==> src/design/rau_pkg.sv <==
package rau_pkg;

  localparam int OPERAND_WIDTH_DEF = 16;
  localparam int RES_NUM_WIDTH = 32;
  localparam int RES_DEN_WIDTH = 31;

  typedef enum logic [1:0] {
    CMD_ADD = 2'd0,
    CMD_SUB = 2'd1,
    CMD_MUL = 2'd2,
    CMD_DIV = 2'd3
  } cmd_t;

  typedef struct packed {
    logic load;
    logic mul;
    logic form;
    logic gcd_start;
    logic div_start;
    logic finish;
  } ctrl_t;

  typedef struct packed {
    logic gcd_done;
    logic div_done;
    logic zero_den;
    logic zero_num;
  } stat_t;

endpackage

==> src/design/rau_datapath.sv <==
module rau_datapath #(
  parameter int OperandWidth = rau_pkg::OPERAND_WIDTH_DEF
) (
  input  logic                                  clk,
  input  logic                                  rst,
  input  rau_pkg::ctrl_t                        ctrl,
  output rau_pkg::stat_t                        stat,
  input  logic [1:0]                            cmd,
  input  logic signed [OperandWidth-1:0]        a_num,
  input  logic [OperandWidth-2:0]               a_den,
  input  logic signed [OperandWidth-1:0]        b_num,
  input  logic [OperandWidth-2:0]               b_den,
  output logic signed [rau_pkg::RES_NUM_WIDTH-1:0] res_num,
  output logic [rau_pkg::RES_DEN_WIDTH-1:0]     res_den,
  output logic                                  less,
  output logic                                  equal,
  output logic                                  error
);

  localparam int PW = 2 * OperandWidth;
  localparam int MW = PW + 1;
  localparam int CW = $clog2(MW + 1);

  logic [1:0] op;
  logic signed [OperandWidth-1:0] an, bn;
  logic [OperandWidth-2:0] ad, bd;
  logic signed [PW-1:0] left, right, prod_n, prod_d, dalt;
  logic [MW-1:0] mn, md, gx, gy, g;
  logic [CW-1:0] gk;
  logic neg;
  logic [MW-1:0] dq, dr, dd;
  logic [CW-1:0] dcnt;
  logic dsel, dbusy, gbusy;
  logic signed [MW:0] n_full, d_full;
  logic [MW:0] rsub;

  always_ff @(posedge clk) begin
    if (ctrl.load) begin
      op <= cmd;
      an <= a_num;
      ad <= a_den;
      bn <= b_num;
      bd <= b_den;
    end
    if (ctrl.mul) begin
      left <= PW'(an * $signed({1'b0, bd}));
      right <= PW'(bn * $signed({1'b0, ad}));
      prod_n <= PW'(an * bn);
      prod_d <= PW'($signed({1'b0, ad}) * $signed({1'b0, bd}));
      dalt <= PW'($signed({1'b0, ad}) * bn);
    end
  end

  always_comb begin
    case (rau_pkg::cmd_t'(op))
      rau_pkg::CMD_ADD: n_full = (MW+1)'(left) + (MW+1)'(right);
      rau_pkg::CMD_SUB: n_full = (MW+1)'(left) - (MW+1)'(right);
      rau_pkg::CMD_MUL: n_full = (MW+1)'(prod_n);
      default:          n_full = (MW+1)'(left);
    endcase
    if (rau_pkg::cmd_t'(op) == rau_pkg::CMD_DIV) d_full = (MW+1)'(dalt);
    else d_full = (MW+1)'(prod_d);
  end

  // form magnitudes, then binary gcd: common twos counted in gk, one shift or
  // subtract-and-shift a cycle; then restoring division of each magnitude by the gcd
  always_ff @(posedge clk) begin
    if (rst) begin
      gbusy <= 1'b0;
      dbusy <= 1'b0;
    end else begin
      if (ctrl.form) begin
        mn <= n_full[MW] ? MW'(-n_full) : MW'(n_full);
        md <= d_full[MW] ? MW'(-d_full) : MW'(d_full);
        neg <= n_full[MW] ^ d_full[MW];
        less <= left < right;
        equal <= left == right;
      end
      if (ctrl.gcd_start) begin
        gx <= mn;
        gy <= md;
        gk <= '0;
        gbusy <= 1'b1;
      end else if (gbusy) begin
        if (gx == '0 || gy == '0) begin
          g <= (gx | gy) << gk;
          gbusy <= 1'b0;
        end else if (!gx[0] && !gy[0]) begin
          gx <= gx >> 1;
          gy <= gy >> 1;
          gk <= gk + 1'b1;
        end else if (!gx[0]) begin
          gx <= gx >> 1;
        end else if (!gy[0]) begin
          gy <= gy >> 1;
        end else if (gx >= gy) begin
          gx <= (gx - gy) >> 1;
        end else begin
          gy <= (gy - gx) >> 1;
        end
      end
      if (ctrl.div_start) begin
        dq <= dsel ? md : mn;
        dr <= '0;
        dd <= g;
        dcnt <= CW'(MW);
        dbusy <= 1'b1;
      end else if (dbusy) begin
        if (!rsub[MW]) dr <= rsub[MW-1:0];
        else dr <= {dr[MW-2:0], dq[MW-1]};
        dq <= {dq[MW-2:0], !rsub[MW]};
        dcnt <= dcnt - 1'b1;
        if (dcnt == CW'(1)) dbusy <= 1'b0;
      end
      if (ctrl.finish) begin
        if (!dsel) dsel <= 1'b1;
      end
      if (ctrl.gcd_start) dsel <= 1'b0;
    end
  end

  assign rsub = {1'b0, dr[MW-2:0], dq[MW-1]} - {1'b0, dd};

  // capture the numerator quotient, then the result registers
  logic [MW-1:0] qn;
  always_ff @(posedge clk) begin
    if (ctrl.finish && !dsel) qn <= dq;
    if (ctrl.finish && dsel) begin
      error <= stat.zero_den;
      if (stat.zero_den || stat.zero_num) begin
        res_num <= rau_pkg::RES_NUM_WIDTH'(0);
        res_den <= rau_pkg::RES_DEN_WIDTH'(1);
      end else begin
        res_num <= neg ? rau_pkg::RES_NUM_WIDTH'(-qn) : rau_pkg::RES_NUM_WIDTH'(qn);
        res_den <= rau_pkg::RES_DEN_WIDTH'(dq);
      end
    end
  end

  assign stat.gcd_done = !gbusy;
  assign stat.div_done = !dbusy;
  assign stat.zero_den = md == '0;
  assign stat.zero_num = mn == '0;

endmodule

==> src/design/rau_ctrl.sv <==
module rau_ctrl (
  input  logic           clk,
  input  logic           rst,
  input  logic           in_valid,
  output logic           in_stall,
  output logic           out_valid,
  input  logic           out_stall,
  output rau_pkg::ctrl_t ctrl,
  input  rau_pkg::stat_t stat
);

  typedef enum logic [8:0] {
    S_IDLE = 9'b000000001,
    S_MUL  = 9'b000000010,
    S_FORM = 9'b000000100,
    S_GCD0 = 9'b000001000,
    S_GCD  = 9'b000010000,
    S_DIVN = 9'b000100000,
    S_WN   = 9'b001000000,
    S_DIVD = 9'b010000000,
    S_WD   = 9'b100000000
  } state_t;

  state_t state, state_next;
  logic out_valid_next;

  assign in_stall = (state != S_IDLE) || (out_valid && out_stall);

  always_comb begin
    state_next = state;
    ctrl = '0;
    out_valid_next = out_valid && out_stall;
    case (state)
      S_IDLE: if (in_valid && !in_stall) begin
        ctrl.load = 1'b1;
        state_next = S_MUL;
      end
      S_MUL: begin
        ctrl.mul = 1'b1;
        state_next = S_FORM;
      end
      S_FORM: begin
        ctrl.form = 1'b1;
        state_next = S_GCD0;
      end
      S_GCD0: begin
        ctrl.gcd_start = 1'b1;
        state_next = S_GCD;
      end
      S_GCD: if (stat.gcd_done) begin
        if (stat.zero_den || stat.zero_num) begin
          ctrl.finish = 1'b1;
          state_next = S_WD;
        end else state_next = S_DIVN;
      end
      S_DIVN: begin
        ctrl.div_start = 1'b1;
        state_next = S_WN;
      end
      S_WN: if (stat.div_done) begin
        ctrl.finish = 1'b1;
        state_next = S_DIVD;
      end
      S_DIVD: begin
        ctrl.div_start = 1'b1;
        state_next = S_WD;
      end
      S_WD: if (stat.div_done && !(out_valid && out_stall)) begin
        ctrl.finish = 1'b1;
        out_valid_next = 1'b1;
        state_next = S_IDLE;
      end
      default: state_next = S_IDLE;
    endcase
  end

  always_ff @(posedge clk) begin
    if (rst) begin
      state <= S_IDLE;
      out_valid <= 1'b0;
    end else begin
      state <= state_next;
      out_valid <= out_valid_next;
    end
  end

`ifndef SYNTH
  a_idle_accept: assert property (@(posedge clk) disable iff (rst)
    (in_valid && !in_stall) |-> state == S_IDLE) else $error("accept outside idle");
  a_mul_follows: assert property (@(posedge clk) disable iff (rst)
    (in_valid && !in_stall) |=> state == S_MUL) else $error("load not followed by mul");
  a_one_cmd: assert property (@(posedge clk) disable iff (rst)
    $countones({ctrl.load, ctrl.mul, ctrl.form, ctrl.gcd_start, ctrl.div_start}) <= 1)
    else $error("several commands");
`endif

endmodule

==> src/design/rational_arithmetic_unit.sv <==
// channel | valid     | stall     | payload
// in      | in_valid  | in_stall  | cmd a_num a_den b_num b_den
// out     | out_valid | out_stall | res_num res_den less equal error
// one item at a time; load, multiply, form, gcd, then numerator and denominator division
// binary gcd, one shift or subtract-and-shift a cycle
// synchronous active-high reset clears controller and handshake state
// result register holds while out_stall is high; input stalls until idle and while a held result is stalled
module rational_arithmetic_unit #(
  parameter int OPERAND_WIDTH = rau_pkg::OPERAND_WIDTH_DEF
) (
  input  logic                                      clk,
  input  logic                                      rst,
  input  logic                                      in_valid,
  output logic                                      in_stall,
  input  logic [1:0]                                cmd,
  input  logic signed [OPERAND_WIDTH-1:0]           a_num,
  input  logic [OPERAND_WIDTH-2:0]                  a_den,
  input  logic signed [OPERAND_WIDTH-1:0]           b_num,
  input  logic [OPERAND_WIDTH-2:0]                  b_den,
  output logic                                      out_valid,
  input  logic                                      out_stall,
  output logic signed [rau_pkg::RES_NUM_WIDTH-1:0]  res_num,
  output logic [rau_pkg::RES_DEN_WIDTH-1:0]         res_den,
  output logic                                      less,
  output logic                                      equal,
  output logic                                      error
);

  rau_pkg::ctrl_t ctrl;
  rau_pkg::stat_t stat;

  rau_ctrl u_ctrl (
    .clk, .rst, .in_valid, .in_stall, .out_valid, .out_stall, .ctrl, .stat
  );

  rau_datapath #(.OperandWidth(OPERAND_WIDTH)) u_dp (
    .clk, .rst, .ctrl, .stat, .cmd, .a_num, .a_den, .b_num, .b_den,
    .res_num, .res_den, .less, .equal, .error
  );

endmodule

==> config.mk <==
export PLATFORM = sky130hd
export DESIGN_NAME = rational_arithmetic_unit
export DESIGN_NICKNAME = d
export VERILOG_FILES = /design/src/design/rau_pkg.sv /design/src/design/rau_datapath.sv /design/src/design/rau_ctrl.sv /design/src/design/rational_arithmetic_unit.sv
export SDC_FILE = /design/constraint.sdc
export NUM_CORES = 2
export LEC_CHECK = 0
export BUFFER_PORTS_ARGS = -buffer_cell sky130_fd_sc_hd__buf_2
export CAP_MARGIN = 20
export CORE_ASPECT_RATIO = 0.6
export CORE_MARGIN = 3
export CORE_UTILIZATION = 35
export CTS_CLUSTER_SIZE = 8
export DETAILED_ROUTE_END_ITERATION = 8
export PLACE_DENSITY = 0.5
export SLEW_MARGIN = 5
export SYNTH_ARGS = -nofsm -noshare
export SYNTH_HDL_FRONTEND = slang
export SYNTH_HIERARCHICAL = 1
export SYNTH_SLANG_ARGS = --single-unit
==> constraint.sdc <==
create_clock -name clk -period 8.8 [get_ports clk]
set_clock_uncertainty 0.05 [all_clocks]
set_input_delay 0.88 -clock clk [delete_from_list [all_inputs] [get_ports clk]]
set_output_delay 0.88 -clock clk [all_outputs]
set_load 0.02 [all_outputs]
==> flow_summary.toml <==
[clocking]
clock_sink_count = 577
cts.htree.levels = 3
total_of_hold_buffers_inserted_after_clock_tree_synthesis = 0
cts_tree = "built"
worst_setup_hold_path_clk_slew_ps = 70
cts_root_buf = "sky130_fd_sc_hd__clkbuf_16"
cts_max_path_buffers = 3
cts-resized-gates = 0
worstSkewPairLatency_ps = 720
numCtsBuffers = 84
cts_setup_buffers = 0

[timing]
max_clock_freq_mhz = 122
finalHoldViolations = 0
setup_viol = 0
final_max_slew_viol_count = 0
actual_slew_at_the_worst_max_slew_pin_ps = 1260
final_period_minus_worst_setup_slack_ps = 8180
layout_worst_path_cycle_share_pct = 93.0
rsz0062_at_grt = "false"
fin_setup_tns_ps = 0
slew_headroom_pct = 15.6

[run_status]
result_of_the_run = "finished, final reports clean"

[synthesis]
syn_area_per_cell_um2 = 9.67
ys_async_sr_fraction_pct = 0
synth-seq-cells = 577
ys_types = 106
yosysSeqAreaShare_pct = 24.8
post_synth_inst_count = 7184
mapped_area_um2 = 69400
synth_flop_cell = "sky130_fd_sc_hd__edfxtp_1"
synth_edf_count = 565
ys.warnings.count = 6
syn-num-nets = 8694

[finish]
final_layout_size_suffix_gt1_share_pct = 6.76
layout.cells.most_common_list = "sky130_fd_sc_hd__inv_1, sky130_fd_sc_hd__fa_1, sky130_fd_sc_hd__nand2_1"
finalCoreUtilization_pct = 38.7
nets = 8702
syn_to_final_growth_pct = 8.89
final_common_cell = "sky130_fd_sc_hd__inv_1"

[place]
dpl.hpwl_mm = 185
finalWeightedCongestion = 0.938
buffer_ports.inserted = 135

[floorplan]
core-area_um2 = 195000
pin_count = 136
die_height_um = 351
dieWidth_um = 581
design.die.area_um2 = 204000
floorplan.initialDensity_pct = 35.6
placementRows = 125

[drt]
total_wirelength_of_the_detailed_routed_design_mm = 230
route.detailed.vias_per_inst = 5.27
starting_drt_drc_count = 5361
detail_route.wl_per_cell_um = 23.4
antenna_violating_nets_post_route = 0
number_of_optimization_iterations_in_the_first_detailed_route_pass = 6
drc_errors = 0
routed-via-count = 51800

[setup_path]
cp-start-kind = "flip-flop"
required_ps = 9210
worst_r2r_path_depth = 24
arrival_ps = 8600
critPathKind = "reg -> reg"
worst_reg2reg_setup_slack_ps = 620
critical_path.endpoint_type = "flip-flop"
worstPathMaxFanout = 21

[global_routing]
global_route.usage.total_pct = 22.8
grt_start_max_net_pins = 93
overflow = 0
wire_length_of_the_first_global_routing_pass_mm = 349
first_global_vias = 52200
antenna_found_initial = 7

[worst_hold_path]
min_delay_path_depth = 1
hp-class = "in -> reg"

[job]
maxCapViolCount = 0
final timing paths:
check,start,end
worst max register to register,u_dp/bn[1],u_dp/dalt[30]
worst min-delay path,b_num[0],u_dp/bn[0]
worst min register to register,u_dp/g[22],u_dp/dd[22]
worst max-delay path,u_dp/bn[1],u_dp/dalt[30]
stage by stage:
stage / instance area (um^2) / setup WS (ps) / hold WS (ps) / std cells
2_1_floorplan: 69400 / 2060 / 350 / 7184
3_3_place_gp: 73100 / 806 / 355 / 9704
3_5_place_dp: 73100 / 806 / 355 / 9706
4_1_cts: 75600 / 735 / 222 / 9819
5_1_grt: 75600 / 321 / 234 / 9822
6_report: 75600 / 615 / 284 / 9825
registers in the layout, indices dropped and copies added (netlist names), 30 cells and up:
name          flops
u_dp/prod_n      32
u_dp/gy          33
u_dp/prod_d      30
u_dp/g           33
u_dp/dr          32
u_dp/md          33
u_dp/dd          33
u_dp/qn          32
u_dp/dalt        32
u_dp/res_num     32
u_dp/left        32
u_dp/dq          33
u_dp/gx          33
u_dp/res_den     31
u_dp/mn          33
Yosys cell counts, types with 56 or more instances:
master                        n  area (um^2)
sky130_fd_sc_hd__inv_1     1210         4540
sky130_fd_sc_hd__fa_1       860        17200
sky130_fd_sc_hd__nand2_1    676         2540
sky130_fd_sc_hd__ha_1       582         7280
sky130_fd_sc_hd__edfxtp_1   565        17000
sky130_fd_sc_hd__and2_1     520         3250
sky130_fd_sc_hd__nor2_1     395         1480
sky130_fd_sc_hd__a21oi_1    334         1670
sky130_fd_sc_hd__clkbuf_1   299         1120
sky130_fd_sc_hd__xnor2_1    246         2150
sky130_fd_sc_hd__o21ai_0    184          921
sky130_fd_sc_hd__mux2i_1    125         1250
sky130_fd_sc_hd__nor3_1     103          515
sky130_fd_sc_hd__xor2_1      86          753
sky130_fd_sc_hd__a21o_1      78          586
sky130_fd_sc_hd__nor4_1      65          407
sky130_fd_sc_hd__a211oi_1    58          435
sky130_fd_sc_hd__nand2b_1    57          357
sky130_fd_sc_hd__o21bai_1    56          420
critical path: stages (launching register included):
cell and delay, ps:
sky130_fd_sc_hd__edfxtp_1 910, sky130_fd_sc_hd__buf_4 460, sky130_fd_sc_hd__nand2_1 140, sky130_fd_sc_hd__fa_1 550, sky130_fd_sc_hd__fa_1 570, sky130_fd_sc_hd__fa_1 450
sky130_fd_sc_hd__fa_1 540, sky130_fd_sc_hd__inv_1 50, sky130_fd_sc_hd__fa_1 500, sky130_fd_sc_hd__fa_1 410, sky130_fd_sc_hd__ha_1 350, sky130_fd_sc_hd__a21o_1 170
sky130_fd_sc_hd__a21o_1 170, sky130_fd_sc_hd__a21oi_1 240, sky130_fd_sc_hd__nor2_1 120, sky130_fd_sc_hd__a211oi_1 240, sky130_fd_sc_hd__a21boi_0 190, sky130_fd_sc_hd__o31ai_1 240
sky130_fd_sc_hd__buf_4 200, sky130_fd_sc_hd__a21oi_1 110, sky130_fd_sc_hd__a41o_1 270, sky130_fd_sc_hd__o41ai_1 560, sky130_fd_sc_hd__o21bai_1 120, sky130_fd_sc_hd__a21oi_1 190
sky130_fd_sc_hd__xnor2_1 80
area by class of cell:
type	count	area [um^2]
antenna	3	7.51
inverter	1218	4570
tap	2603	3260
clock inverter	13	263
sequential	577	17200
clock buffer	100	2160
multi-input combinational	5038	46400
timing repair buffer	273	1790
fill	19500	120000
logic make-up (layout without fill, tap and decap cells):
| kind of cell | after synthesis | count (layout) | share of synthesized area (%) |
|---|---|---|---|
| AO/OA/AOI/OAI | 1041 | 1041 | 9.87 |
| AND/OR/NAND/NOR | 2065 | 2065 | 14.7 |
| multiplexers | 157 | 157 | 2.66 |
| other | 1 | 4 | 0.00540 |
| flip-flops | 577 | 577 | 24.8 |
| XOR/XNOR | 332 | 332 | 4.19 |
| buffers and inverters | 1569 | 1604 | 8.57 |
| adder cells (fa/ha/maj) | 1442 | 1442 | 35.3 |
metal layers:
metal / routed length, um / track usage, %
met1: 121000 / 38.1
met2: 81700 / 28.4
met3: 24500 / 6.24
met4: 3330 / 3.44
met5: 0 / 0
Power is not shown: default switching activity piles up to over one toggle a cycle in this logic, so the estimate is an artifact.
